## src/ble_pkg.sv

```systemverilog
// Shared types and constants of the bounded list engine.
// No dependencies; every other file of the block imports this package.
`default_nettype none

package ble_pkg;

  localparam int CMD_W   = 4;
  localparam int DATA_W  = 32;
  localparam int POS_W   = 7;
  localparam int NUM_W   = 7;
  localparam int ST_W    = 3;
  localparam int MAX_OUT = 64;

  typedef enum logic [CMD_W-1:0] {
    CMD_APPEND  = 4'd0,
    CMD_PREPEND = 4'd1,
    CMD_INSERT  = 4'd2,
    CMD_DELETE  = 4'd3,
    CMD_SEARCH  = 4'd4,
    CMD_COUNT   = 4'd5,
    CMD_DEDUP   = 4'd6,
    CMD_SWAP    = 4'd7,
    CMD_ROTATE  = 4'd8,
    CMD_PALIN   = 4'd9,
    CMD_MIDDLE  = 4'd10,
    CMD_DUMP    = 4'd11
  } cmd_e;

  typedef enum logic [ST_W-1:0] {
    ST_OK        = 3'd0,
    ST_EMPTY     = 3'd1,
    ST_FULL      = 3'd2,
    ST_BAD_POS   = 3'd3,
    ST_NOT_FOUND = 3'd4
  } st_e;

  typedef enum logic [2:0] {
    S_IDLE,
    S_PASS,
    S_PASS2,
    S_SPIN,
    S_COMPACT,
    S_REPLY
  } state_e;

  // Per-cycle control broadcast to every cell of the chain.
  typedef struct packed {
    logic shift;
    logic collapse;
    logic push;
    logic pop;
  } cell_ctl_t;

endpackage

`default_nettype wire

```

## src/ble_if.sv

```systemverilog
// Valid/ready channel interfaces for command requests and result requests.
// Depends on ble_pkg for field widths.
`default_nettype none

interface ble_cmd_if;
  import ble_pkg::*;
  logic                     valid;
  logic                     ready;
  logic [CMD_W-1:0]         command;
  logic signed [DATA_W-1:0] data_in;
  logic [POS_W-1:0]         position;

  modport source (output valid, command, data_in, position, input ready);
  modport sink   (input valid, command, data_in, position, output ready);
endinterface

interface ble_res_if;
  import ble_pkg::*;
  logic                     valid;
  logic                     ready;
  logic [ST_W-1:0]          status;
  logic signed [DATA_W-1:0] data_out;
  logic [NUM_W-1:0]         number;
  logic                     answer_flag;
  logic                     last;

  modport source (output valid, status, data_out, number, answer_flag, last, input ready);
  modport sink   (input valid, status, data_out, number, answer_flag, last, output ready);
endinterface

`default_nettype wire

```

## src/ble_cell.sv

```systemverilog
// One cell of the list chain: an entry word, its hole tag and a stack word.
// Depends on ble_pkg for the cell control struct.
`default_nettype none

module ble_cell (
  input  wire                             clk_i,
  input  wire                             rst_ni,
  input  wire ble_pkg::cell_ctl_t         ctl_i,
  input  wire logic signed [ble_pkg::DATA_W-1:0] nxt_data_i,
  input  wire                             nxt_hole_i,
  input  wire                             prv_hole_i,
  input  wire logic signed [ble_pkg::DATA_W-1:0] stk_prv_i,
  input  wire logic signed [ble_pkg::DATA_W-1:0] stk_nxt_i,
  output logic signed [ble_pkg::DATA_W-1:0] data_o,
  output logic                            hole_o,
  output logic signed [ble_pkg::DATA_W-1:0] stk_o
);
  import ble_pkg::*;

  logic signed [DATA_W-1:0] data_q, stk_q;
  logic                     hole_q, hole_d;
  logic                     take;

  // Take from the right on a shift, or when collapsing into a hole.
  assign take = ctl_i.shift || (ctl_i.collapse && hole_q);

  always_comb begin
    hole_d = hole_q;
    if (ctl_i.shift) begin
      hole_d = nxt_hole_i;
    end else if (ctl_i.collapse) begin
      hole_d = hole_q ? nxt_hole_i : prv_hole_i;
    end
  end

  always_ff @(posedge clk_i or negedge rst_ni) begin
    if (!rst_ni) begin
      hole_q <= 1'b1;
    end else begin
      hole_q <= hole_d;
    end
  end

  always_ff @(posedge clk_i) begin
    if (take) begin
      data_q <= nxt_data_i;
    end
    if (ctl_i.push) begin
      stk_q <= stk_prv_i;
    end else if (ctl_i.pop) begin
      stk_q <= stk_nxt_i;
    end
  end

  assign data_o = data_q;
  assign hole_o = hole_q;
  assign stk_o  = stk_q;

endmodule

`default_nettype wire

```

## src/bounded_list_engine.sv

```systemverilog
// Bounded list engine: a chain of cells holding an ordered list of words.
// Depends on ble_pkg, ble_if (channel interfaces) and ble_cell.
//
// cmd_i takes one command request (command, data_in, position) at a rising
// edge with valid and ready high; ready is high only while idle, so one
// command is worked at a time. res_o gives result requests from an output
// register: one per command, or one per held entry for dump (at most 64),
// the final one marked by last.
// Flow: a rejected command (full, empty, bad position, unknown code) goes
// straight to loading its result. Others walk the ring of DEPTH+1 cells
// once, check the chain and load the result. Palindrome walks twice,
// rotate spins the ring on further, and reshaping commands then close up
// holes before the result is loaded.
// Reset: clear the count, mark every cell a hole, empty the output register;
// entry words are undefined until written.
// Stall: hold the output register; a dump stops the ring until each entry is
// taken. A new command may be taken while the last result still waits.
`default_nettype none

module bounded_list_engine #(
  parameter int DEPTH = 64
) (
  input  wire          clk_i,
  input  wire          rst_ni,
  ble_cmd_if.sink      cmd_i,
  ble_res_if.source    res_o
);
  import ble_pkg::*;

  localparam int R  = DEPTH + 1;          // ring length, one spare cell
  localparam int CW = $clog2(R);          // count and walk index width
  localparam int XW = ((CW > POS_W) ? CW : POS_W) + 1;

  // Chain
  cell_ctl_t                ctl;
  logic signed [DATA_W-1:0] cell_data [R];
  logic signed [DATA_W-1:0] cell_stk  [R];
  logic [R-1:0]             hole_vec;
  logic signed [DATA_W-1:0] feed_data;
  logic                     feed_hole;
  logic                     sfx_done;

  // Control and walk state
  state_e                   state_q, state_d;
  logic [CMD_W-1:0]         cmd_q, cmd_d;
  logic signed [DATA_W-1:0] val_q, val_d;
  logic [CW-1:0]            pidx_q, pidx_d;
  logic [CW-1:0]            cnt_q, cnt_d;
  logic [CW-1:0]            t_q, t_d;
  logic signed [DATA_W-1:0] stash_q, stash_d;
  logic                     pend_q, pend_d;
  logic signed [DATA_W-1:0] prev_q, prev_d;
  logic [CW-1:0]            acc_q, acc_d;
  logic                     found_q, found_d;
  logic [CW-1:0]            fpos_q, fpos_d;
  logic                     pal_q, pal_d;
  logic signed [DATA_W-1:0] rdat_q, rdat_d;
  logic                     early_q, early_d;
  st_e                      est_q, est_d;

  // Output register
  logic                     res_vld_q, res_vld_d;
  logic [ST_W-1:0]          res_st_q, res_st_d;
  logic signed [DATA_W-1:0] res_data_q, res_data_d;
  logic [NUM_W-1:0]         res_num_q, res_num_d;
  logic                     res_flag_q, res_flag_d;
  logic                     res_last_q, res_last_d;
  logic                     res_load;
  logic                     out_free;

  // Walk helpers
  logic                     accept;
  logic signed [DATA_W-1:0] x;
  logic                     in_list;
  logic                     at_p, past_p;
  logic                     dump_emit;
  logic                     adv;
  logic                     walk_end;
  logic                     spin_end;
  logic [XW-1:0]            tx, nx, px, posx;
  cmd_e                     cmd;

  assign cmd       = cmd_e'(cmd_q);
  assign x         = cell_data[0];
  assign tx        = XW'(t_q);
  assign nx        = XW'(cnt_q);
  assign px        = XW'(pidx_q);
  assign posx      = XW'(cmd_i.position);
  assign in_list   = tx < nx;
  assign at_p      = tx == px;
  assign past_p    = tx > px;
  assign out_free  = !res_vld_q || res_o.ready;
  assign dump_emit = (state_q == S_PASS) && (cmd == CMD_DUMP) && in_list &&
                     (tx < XW'(MAX_OUT));
  // Hold the ring while a dumped entry cannot enter the output register.
  assign adv       = !(dump_emit && !out_free);
  assign walk_end  = t_q == CW'(R - 1);
  assign spin_end  = tx + XW'(2) == nx;
  assign accept    = cmd_i.valid && cmd_i.ready;
  assign cmd_i.ready = state_q == S_IDLE;

  // Holes all sit at the tail end of the chain.
  assign sfx_done = &(~hole_vec[R-2:0] | hole_vec[R-1:1]);

  // ---------------------------------------------------------------- chain
  for (genvar k = 0; k < R; k++) begin : g_cell
    logic signed [DATA_W-1:0] nd, sp, sn;
    logic                     nh, ph;
    if (k == R - 1) begin : g_tail
      assign nd = feed_data;
      assign nh = feed_hole;
      assign sn = '0;
    end else begin : g_body
      assign nd = cell_data[k+1];
      assign nh = hole_vec[k+1];
      assign sn = cell_stk[k+1];
    end
    if (k == 0) begin : g_head
      assign ph = 1'b0;
      assign sp = x;
    end else begin : g_rest
      assign ph = hole_vec[k-1];
      assign sp = cell_stk[k-1];
    end
    ble_cell u_cell (
      .clk_i      (clk_i),
      .rst_ni     (rst_ni),
      .ctl_i      (ctl),
      .nxt_data_i (nd),
      .nxt_hole_i (nh),
      .prv_hole_i (ph),
      .stk_prv_i  (sp),
      .stk_nxt_i  (sn),
      .data_o     (cell_data[k]),
      .hole_o     (hole_vec[k]),
      .stk_o      (cell_stk[k])
    );
  end

  // ----------------------------------------------------------- next state
  always_comb begin
    state_d = state_q;
    case (state_q)
      S_IDLE: begin
        if (accept) begin
          state_d = early_d ? S_REPLY : S_PASS;
        end
      end
      S_PASS: begin
        if (adv && walk_end) begin
          if (cmd == CMD_PALIN) begin
            state_d = S_PASS2;
          end else if (cmd == CMD_ROTATE && cnt_q > CW'(1)) begin
            state_d = S_SPIN;
          end else begin
            state_d = S_COMPACT;
          end
        end
      end
      S_PASS2: begin
        if (walk_end) begin
          state_d = S_COMPACT;
        end
      end
      S_SPIN: begin
        if (spin_end) begin
          state_d = S_COMPACT;
        end
      end
      S_COMPACT: begin
        if (sfx_done) begin
          state_d = (cmd == CMD_DUMP) ? S_IDLE : S_REPLY;
        end
      end
      S_REPLY: begin
        if (out_free) begin
          state_d = S_IDLE;
        end
      end
      default: state_d = S_IDLE;
    endcase
  end

  // --------------------------------------------------- chain control, feed
  always_comb begin
    ctl       = '0;
    feed_data = x;
    feed_hole = hole_vec[0];
    case (state_q)
      S_PASS: begin
        ctl.shift = adv;
        ctl.push  = adv && in_list && (cmd == CMD_PALIN);
        feed_hole = !in_list;
        case (cmd)
          CMD_APPEND, CMD_PREPEND, CMD_INSERT: begin
            if (at_p) begin
              feed_data = val_q;
              feed_hole = 1'b0;
            end else if (past_p) begin
              feed_data = stash_q;
              feed_hole = !pend_q;
            end
          end
          CMD_DELETE: begin
            if (at_p) begin
              feed_hole = 1'b1;
            end
          end
          CMD_DEDUP: begin
            if (in_list && t_q != '0 && x == prev_q) begin
              feed_hole = 1'b1;
            end
          end
          CMD_SWAP: begin
            // Even slots give out the held entry, odd slots pass through.
            if (!in_list || !t_q[0]) begin
              feed_data = stash_q;
              feed_hole = !pend_q;
            end
          end
          default: ;
        endcase
      end
      S_PASS2: begin
        ctl.shift = 1'b1;
        ctl.pop   = 1'b1;
      end
      S_SPIN: begin
        ctl.shift = 1'b1;
      end
      S_COMPACT: begin
        ctl.collapse = !sfx_done;
        feed_hole    = 1'b1;
      end
      default: ;
    endcase
  end

  // ------------------------------------------------------------- datapath
  always_comb begin
    cmd_d   = cmd_q;
    val_d   = val_q;
    pidx_d  = pidx_q;
    cnt_d   = cnt_q;
    t_d     = t_q;
    stash_d = stash_q;
    pend_d  = pend_q;
    prev_d  = prev_q;
    acc_d   = acc_q;
    found_d = found_q;
    fpos_d  = fpos_q;
    pal_d   = pal_q;
    rdat_d  = rdat_q;
    early_d = early_q;
    est_d   = est_q;

    res_load   = 1'b0;
    res_st_d   = res_st_q;
    res_data_d = res_data_q;
    res_num_d  = res_num_q;
    res_flag_d = res_flag_q;
    res_last_d = res_last_q;

    case (state_q)
      S_IDLE: begin
        if (accept) begin
          cmd_d   = cmd_i.command;
          val_d   = cmd_i.data_in;
          t_d     = '0;
          pend_d  = 1'b0;
          acc_d   = '0;
          found_d = 1'b0;
          pal_d   = 1'b1;
          est_d   = ST_OK;
          early_d = 1'b0;
          pidx_d  = CW'(posx - XW'(1));
          case (cmd_e'(cmd_i.command))
            CMD_APPEND, CMD_PREPEND, CMD_INSERT: begin
              if (nx >= XW'(DEPTH)) begin
                early_d = 1'b1;
                est_d   = ST_FULL;
              end else if (cmd_e'(cmd_i.command) == CMD_INSERT &&
                           (posx == '0 || posx > nx + XW'(1))) begin
                early_d = 1'b1;
                est_d   = ST_BAD_POS;
              end
              if (cmd_e'(cmd_i.command) == CMD_APPEND) begin
                pidx_d = cnt_q;
              end else if (cmd_e'(cmd_i.command) == CMD_PREPEND) begin
                pidx_d = '0;
              end
            end
            CMD_DELETE: begin
              if (cnt_q == '0) begin
                early_d = 1'b1;
                est_d   = ST_EMPTY;
              end else if (posx == '0 || posx > nx) begin
                early_d = 1'b1;
                est_d   = ST_BAD_POS;
              end
            end
            CMD_SEARCH, CMD_COUNT, CMD_DEDUP, CMD_SWAP, CMD_ROTATE,
            CMD_PALIN, CMD_MIDDLE, CMD_DUMP: begin
              if (cnt_q == '0) begin
                early_d = 1'b1;
                est_d   = ST_EMPTY;
              end
            end
            default: early_d = 1'b1;
          endcase
        end
      end

      S_PASS: begin
        if (adv) begin
          t_d = t_q + CW'(1);
          case (cmd)
            CMD_APPEND, CMD_PREPEND, CMD_INSERT: begin
              if (!(tx < px)) begin
                stash_d = x;
                pend_d  = in_list;
              end
            end
            CMD_DELETE: begin
              if (at_p) begin
                rdat_d = x;
              end
            end
            CMD_SEARCH: begin
              if (in_list && x == val_q && !found_q) begin
                found_d = 1'b1;
                fpos_d  = t_q + CW'(1);
              end
            end
            CMD_COUNT: begin
              if (in_list && x == val_q) begin
                acc_d = acc_q + CW'(1);
              end
            end
            CMD_DEDUP: begin
              if (in_list) begin
                prev_d = x;
                if (t_q == '0 || x != prev_q) begin
                  acc_d = acc_q + CW'(1);
                end
              end
            end
            CMD_SWAP: begin
              if (!in_list || !t_q[0]) begin
                stash_d = x;
                pend_d  = in_list;
              end
            end
            CMD_MIDDLE: begin
              if (in_list && t_q == (cnt_q >> 1)) begin
                rdat_d = x;
              end
            end
            CMD_DUMP: begin
              if (dump_emit) begin
                res_load   = 1'b1;
                res_st_d   = ST_OK;
                res_data_d = x;
                res_num_d  = NUM_W'(cnt_q);
                res_flag_d = 1'b0;
                res_last_d = (tx + XW'(1) == nx) || (tx == XW'(MAX_OUT - 1));
              end
            end
            default: ;
          endcase
          if (walk_end) begin
            t_d = '0;
            case (cmd)
              CMD_APPEND, CMD_PREPEND, CMD_INSERT: cnt_d = cnt_q + CW'(1);
              CMD_DELETE:                          cnt_d = cnt_q - CW'(1);
              CMD_DEDUP:                           cnt_d = acc_q;
              default: ;
            endcase
          end
        end
      end

      S_PASS2: begin
        t_d = t_q + CW'(1);
        // Compare the front half against the reversed copy on the stack.
        if (t_q < (cnt_q >> 1) && x != cell_stk[0]) begin
          pal_d = 1'b0;
        end
      end

      S_SPIN: begin
        t_d = t_q + CW'(1);
      end

      S_REPLY: begin
        if (out_free) begin
          res_load   = 1'b1;
          res_st_d   = ST_OK;
          res_data_d = '0;
          res_num_d  = NUM_W'(cnt_q);
          res_flag_d = 1'b0;
          res_last_d = 1'b1;
          if (early_q) begin
            res_st_d   = est_q;
            res_flag_d = (est_q == ST_EMPTY) && (cmd == CMD_PALIN);
          end else begin
            case (cmd)
              CMD_DELETE, CMD_MIDDLE: res_data_d = rdat_q;
              CMD_SEARCH: begin
                res_st_d  = found_q ? ST_OK : ST_NOT_FOUND;
                res_num_d = found_q ? NUM_W'(fpos_q) : '0;
              end
              CMD_COUNT: begin
                res_st_d  = (acc_q == '0) ? ST_NOT_FOUND : ST_OK;
                res_num_d = NUM_W'(acc_q);
              end
              CMD_PALIN: res_flag_d = pal_q;
              default: ;
            endcase
          end
        end
      end

      default: ;
    endcase

    res_vld_d = res_load ? 1'b1 : (res_o.ready ? 1'b0 : res_vld_q);
  end

  // ------------------------------------------------------------ registers
  always_ff @(posedge clk_i or negedge rst_ni) begin
    if (!rst_ni) begin
      state_q   <= S_IDLE;
      cnt_q     <= '0;
      res_vld_q <= 1'b0;
      t_q       <= '0;
      early_q   <= 1'b0;
    end else begin
      state_q   <= state_d;
      cnt_q     <= cnt_d;
      res_vld_q <= res_vld_d;
      t_q       <= t_d;
      early_q   <= early_d;
    end
  end

  always_ff @(posedge clk_i) begin
    cmd_q      <= cmd_d;
    val_q      <= val_d;
    pidx_q     <= pidx_d;
    stash_q    <= stash_d;
    pend_q     <= pend_d;
    prev_q     <= prev_d;
    acc_q      <= acc_d;
    found_q    <= found_d;
    fpos_q     <= fpos_d;
    pal_q      <= pal_d;
    rdat_q     <= rdat_d;
    est_q      <= est_d;
    res_st_q   <= res_st_d;
    res_data_q <= res_data_d;
    res_num_q  <= res_num_d;
    res_flag_q <= res_flag_d;
    res_last_q <= res_last_d;
  end

  assign res_o.valid       = res_vld_q;
  assign res_o.status      = res_st_q;
  assign res_o.data_out    = res_data_q;
  assign res_o.number      = res_num_q;
  assign res_o.answer_flag = res_flag_q;
  assign res_o.last        = res_last_q;

`ifndef SYNTHESIS
  // Between commands the chain is closed up: held entries, then holes.
  a_idle_packed: assert property (@(posedge clk_i) disable iff (!rst_ni)
    state_q == S_IDLE |-> sfx_done)
    else $error("holes left inside the list while idle");

  // The number of non-hole cells matches the entry count when idle.
  a_idle_count: assert property (@(posedge clk_i) disable iff (!rst_ni)
    state_q == S_IDLE |-> $countones(~hole_vec) == int'(cnt_q))
    else $error("cell occupancy disagrees with entry count");

  // Never load the output register over a result not yet taken.
  a_no_overwrite: assert property (@(posedge clk_i) disable iff (!rst_ni)
    (res_load && res_vld_q) |-> res_o.ready)
    else $error("result register overwritten while stalled");

  // The count never runs past the capacity.
  a_cnt_bound: assert property (@(posedge clk_i) disable iff (!rst_ni)
    int'(cnt_q) <= DEPTH)
    else $error("entry count beyond capacity");
`endif

endmodule

`default_nettype wire
```

## src/flat_wrapper.sv

```systemverilog
// flat-port wrapper written by rule: the top's interface ports become plain ports
module bounded_list_engine_flat import ble_pkg::*;
#(
  parameter int DEPTH = 64
)
  (clk_i, rst_ni, cmd_i_valid, cmd_i_command, cmd_i_data_in, cmd_i_position, cmd_i_ready, res_o_valid, res_o_status, res_o_data_out, res_o_number, res_o_answer_flag, res_o_last, res_o_ready);
  ble_cmd_if cmd_i_i ();
  ble_res_if res_o_i ();
  input  wire clk_i;
  input  wire rst_ni;
  input wire logic [$bits(cmd_i_i.valid)-1:0] cmd_i_valid;
  input wire logic [$bits(cmd_i_i.command)-1:0] cmd_i_command;
  input wire logic [$bits(cmd_i_i.data_in)-1:0] cmd_i_data_in;
  input wire logic [$bits(cmd_i_i.position)-1:0] cmd_i_position;
  output wire logic [$bits(cmd_i_i.ready)-1:0] cmd_i_ready;
  output wire logic [$bits(res_o_i.valid)-1:0] res_o_valid;
  output wire logic [$bits(res_o_i.status)-1:0] res_o_status;
  output wire logic [$bits(res_o_i.data_out)-1:0] res_o_data_out;
  output wire logic [$bits(res_o_i.number)-1:0] res_o_number;
  output wire logic [$bits(res_o_i.answer_flag)-1:0] res_o_answer_flag;
  output wire logic [$bits(res_o_i.last)-1:0] res_o_last;
  input wire logic [$bits(res_o_i.ready)-1:0] res_o_ready;
  assign cmd_i_i.valid = cmd_i_valid;
  assign cmd_i_i.command = cmd_i_command;
  assign cmd_i_i.data_in = cmd_i_data_in;
  assign cmd_i_i.position = cmd_i_position;
  assign cmd_i_ready = cmd_i_i.ready;
  assign res_o_valid = res_o_i.valid;
  assign res_o_status = res_o_i.status;
  assign res_o_data_out = res_o_i.data_out;
  assign res_o_number = res_o_i.number;
  assign res_o_answer_flag = res_o_i.answer_flag;
  assign res_o_last = res_o_i.last;
  assign res_o_i.ready = res_o_ready;
  bounded_list_engine #(.DEPTH(DEPTH)) u_core (.clk_i(clk_i), .rst_ni(rst_ni), .cmd_i(cmd_i_i), .res_o(res_o_i));
endmodule
```

## config.mk

```make
export PLATFORM = sky130hd
export DESIGN_NAME = bounded_list_engine_flat
export DESIGN_NICKNAME = d
export VERILOG_FILES = /design/src/ble_pkg.sv /design/src/ble_if.sv /design/src/ble_cell.sv /design/src/bounded_list_engine.sv /design/src/flat_wrapper.sv
export SDC_FILE = /design/constraint.sdc
export NUM_CORES = 2
export LEC_CHECK = 0
export ABC_CLOCK_PERIOD_IN_PS = 9700
export BUFFER_PORTS_ARGS = -buffer_cell sky130_fd_sc_hd__buf_4
export CORE_MARGIN = 1
export CORE_UTILIZATION = 55
export CTS_CLUSTER_SIZE = 40
export DETAILED_ROUTE_END_ITERATION = 16
export GPL_TIMING_DRIVEN = 0
export HOLD_SLACK_MARGIN = 0.06
export PLACE_DENSITY_LB_ADDON = 0.2
export SLEW_MARGIN = 20
export SYNTH_ARGS = -nofsm -noshare
export SYNTH_HDL_FRONTEND = slang
export SYNTH_HIERARCHICAL = 1
export SYNTH_SLANG_ARGS = --single-unit
```

## constraint.sdc

```tcl
create_clock -name clk_i -period 9.7 [get_ports clk_i]
set_input_delay 0 -clock clk_i [delete_from_list [all_inputs] [get_ports clk_i]]
set_output_delay 0 -clock clk_i [all_outputs]
set_load 0.02 [all_outputs]
```

==> impl_metrics.yaml <==
timing:
  final-setup-viol-count: 0
  maxSlewHeadroom: 0.207
  worstMarginPinSlew_ns: 1.18
  maxSlewViolCount: 0
  fin_skew_ns: 0.0886
  hold_viol: 0
  fin_crit_sh: 0.595
  fin_crit_ns: 5.77
  rsz0062_at_grt: "no"
  max_freq_ghz: 0.173
route:
  drt_iter0_drc: 6231
  drc_errors: 0
  ant_nets: 0
  routedWlPerCell_um: 25.4
  vias_per_cell: 5.58
  drt_pass1_iterations: 5
  wirelength_um: 337000
  vias: 74100
finish:
  drive_gt1_frac: 0.361
  syn2layout_area_growth_pct: 12.0
  fillers: 21500
  fin_cells: 13300
  final_nets: 8822
  final_core_utilization: 0.621
cts:
  cts-buffers-inserted: 433
  path_clk_slew_ns: 0.06
  cts_htree_levels: 5
  clk_latency_ns: 0.97
  clockRootBuffer: "clkbuf_16"
  cts.sinks: 4446
  tritoncts: "done"
  max-clock-path-buffers: 4
hold_path:
  hold_class: "in2async"
synth:
  synth_top_area_share: 0.742
  ys.flop_type: "edfxtp_1"
  yosys.cell_count.top_type: "edfxtp_1"
  synth.area.top_cells: "edfxtp_1 (74%), mux2_4 (16%), buf_12 (2.2%)"
  ys_warn_count: 6
  synth_area_per_cell_sq_um: 21.9
  syn_inst: 8049
  async_reset_ff_frac: 0.0189
  synth_cell_types: 78
  synth_enable_flop_cells: 4362
  synth_commonest_cells: "edfxtp_1 (4362), mux2_4 (1885), mux2_2 (196), buf_12 (195), xor2_1 (104)"
  synth_top_cell_by_area: "edfxtp_1"
  netlist_area_sq_mm: 0.176
  synth-seq-cells: 4446
  yosysSeqAreaShare: 0.755
die:
  die_h_um: 568
  core_area_sq_mm: 0.319
  initial_core_util: 0.554
  die_w_um: 568
  rows: 207
  dieArea_sq_mm: 0.323
  pin_count: 93
setup_path:
  arrival_ns: 6.28
  cp_common_cell: "buf_12"
  max_stage_delay_ns: 0.67
  critPathLaunchType: "register"
  crit_required_ns: 10.21
  cp_cell_sequence: "clkbuf_1 > inv_1 > ha_1 > nor2b_1 > o21a_1 > o211ai_1 > nand2_1 > or3_1 > nor2_4 > buf_12 > buf_12 > buf_12 > buf_6 > buf_12 > or2_2"
  critical_path_class: "reg2reg"
  slowest_stage: "or2_2"
  worstSetupEndpointType: "register"
  cp_max_fo: 32
grt:
  grt_overflow: 0
  antenna_found_initial: 10
  grt_pass1_vias: 78500
  grt_max_degree: 74
  grt_use_total: 0.207
  grt_pass1_wl_um: 509000
placement:
  dp.cells: 12400
  dp_hpwl_um: 225000
  place.port_buffers: 92
  gp_congestion: 0.959
power_and_ir_drop:
  p_leak_nw: 64.3
  power_mw: 54.7
  vdd_drop_max_mv: 0.440
  p_per_area_mw_per_mm2: 277
outcome:
  status: "complete, no violations"
flow_run:
  maxCapViolCount: 0
report_power, final:
group          internal [mW]  total, mW  switching, mW
registers               29.4       30.7           1.35
logic                   1.16       7.94           6.78
clock network           9.08       16.1           7.02
critical path: cells and delay by family, from the launching register on:
kind / cells / cell delay [ns]
fa+ha+maj: 1 / 0.37
buf+inv: 7 / 1.74
simple gates: 5 / 2.11
compound gates: 2 / 0.60
flops: 1 / 0.41
kinds of logic after synthesis:
logic type      count (synthesis)  synth area share
xor+xnor                      126           0.00633
flops                        4446             0.755
compound gates                457            0.0179
fa+ha+maj                      46           0.00326
other cells                     1         0.0000213
simple gates                  416            0.0125
mux                          2115             0.175
buf+inv                       442            0.0305
layout by cell type (no fill, tap or decap), types with 11 or more instances in the layout:
cell | synthesis | final
buf_4 | 0 | 91
nor2_1 | 80 | 74
clkbuf_16 | 0 | 437
xnor2_1 | 21 | 21
a21o_2 | 0 | 65
nand3_1 | 19 | 19
bufinv_16 | 0 | 30
ha_1 | 46 | 46
mux2i_1 | 34 | 34
nand2_1 | 75 | 74
nand2b_1 | 11 | 11
buf_12 | 195 | 218
and2_1 | 66 | 66
conb_1 | 1 | 33
buf_6 | 69 | 70
inv_1 | 100 | 98
edfxtp_1 | 4362 | 4362
mux2_4 | 1885 | 1885
xor2_1 | 104 | 104
mux2_2 | 196 | 196
clkbuf_1 | 66 | 177
a21oi_1 | 103 | 103
dfstp_2 | 65 | 65
o21ai_0 | 50 | 50
dlygate4sd3_1 | 0 | 90
a22o_1 | 37 | 37
nor3_1 | 16 | 16
dfrtp_1 | 19 | 19
or2_2 | 3 | 68
o21ai_1 | 17 | 17
a211oi_1 | 65 | 65
clkinv_2 | 0 | 69
o22ai_1 | 17 | 17
nor4_1 | 31 | 30
clkinv_1 | 1 | 102
a221o_1 | 32 | 32
state kept, by name, summed over array words and instances, names as in the netlist, 32 cells and up:
signal and cells:
u_core/g_cell.u_cell/hole_o 65, u_core/g_cell.u_cell/data_o 2080, u_core/stash_q 32, u_core/res_o.data_out 32
u_core/g_cell.u_cell/stk_o 2080, u_core/rdat_q 32, u_core/val_q 32, u_core/prev_q 32
final timing paths:
kind                                                              start                                           end  slack [ns]  depth (start not counted)
setup / recovery                            u_core/cnt_q[1]$_DFFE_PN0P_   u_core/g_cell[35].u_cell/stk_o[7]$_DFFE_PP_        3.93                         15
hold / removal                                                   rst_ni                u_core/res_o.valid$_DFFE_PN0P_        0.07                          3
setup reg to reg                            u_core/cnt_q[1]$_DFFE_PN0P_   u_core/g_cell[35].u_cell/stk_o[7]$_DFFE_PP_        3.93                         15
hold reg to reg            u_core/g_cell[46].u_cell/data_o[8]$_DFFE_PP_  u_core/g_cell[45].u_cell/data_o[8]$_DFFE_PP_        0.39                          0
max in group asynchronous                                        rst_ni                   u_core/cnt_q[2]$_DFFE_PN0P_        9.41                          3
min in group clk_i                                          res_o_ready                u_core/res_o.valid$_DFFE_PN0P_        0.17                          4
metal layers:
layer  wire length, um  up-vias  track usage  share of wire
met2            166000     1834        0.343           0.49
met5                 0        -            0              0
met3             15500      534       0.0277          0.046
met1            146000    38600        0.287           0.43
li1                  -    33100            -              -
met4              9660        0       0.0625          0.029
area by class of cell:
class,instances,area (sq um),area share
Sequential cell,4446,133000,0.674
Multi-Input combinational cell,3193,38200,0.193
Clock buffer,548,11400,0.0574
Tap cell,4180,5230,0.0265
Buffer,340,5000,0.0253
Timing Repair Buffer,213,2250,0.0114
Clock inverter,237,2140,0.0108
Inverter,102,385,0.00195
Antenna cell,6,15.0,0.0000759
repair_timing:
item | CTS | global route
buffers inserted | 0 | 0
resized for setup | 0 | 0
hold buffers | 91 | 0
hold endpoints to repair | 231 | 0
through the flow:
| stage | setup slack (ns) | area [sq um] | hold WS (ns) | setup TNS [ns] |
|---|---|---|---|---|
| final | 3.93 | 198000 | 0.0716 | 0 |
| after global routing | 3.61 | 198000 | 0.141 | 0 |
| after global placement | -2.91 | 183000 | 0.182 | -9046.76 |
| after CTS | 3.90 | 198000 | 0.0764 | 0 |
| after detailed placement | 3.96 | 183000 | 0.123 | 0 |
| after floorplan | 1.96 | 177000 | -0.296 | 0 |
Power figures use the tool's default switching activity.
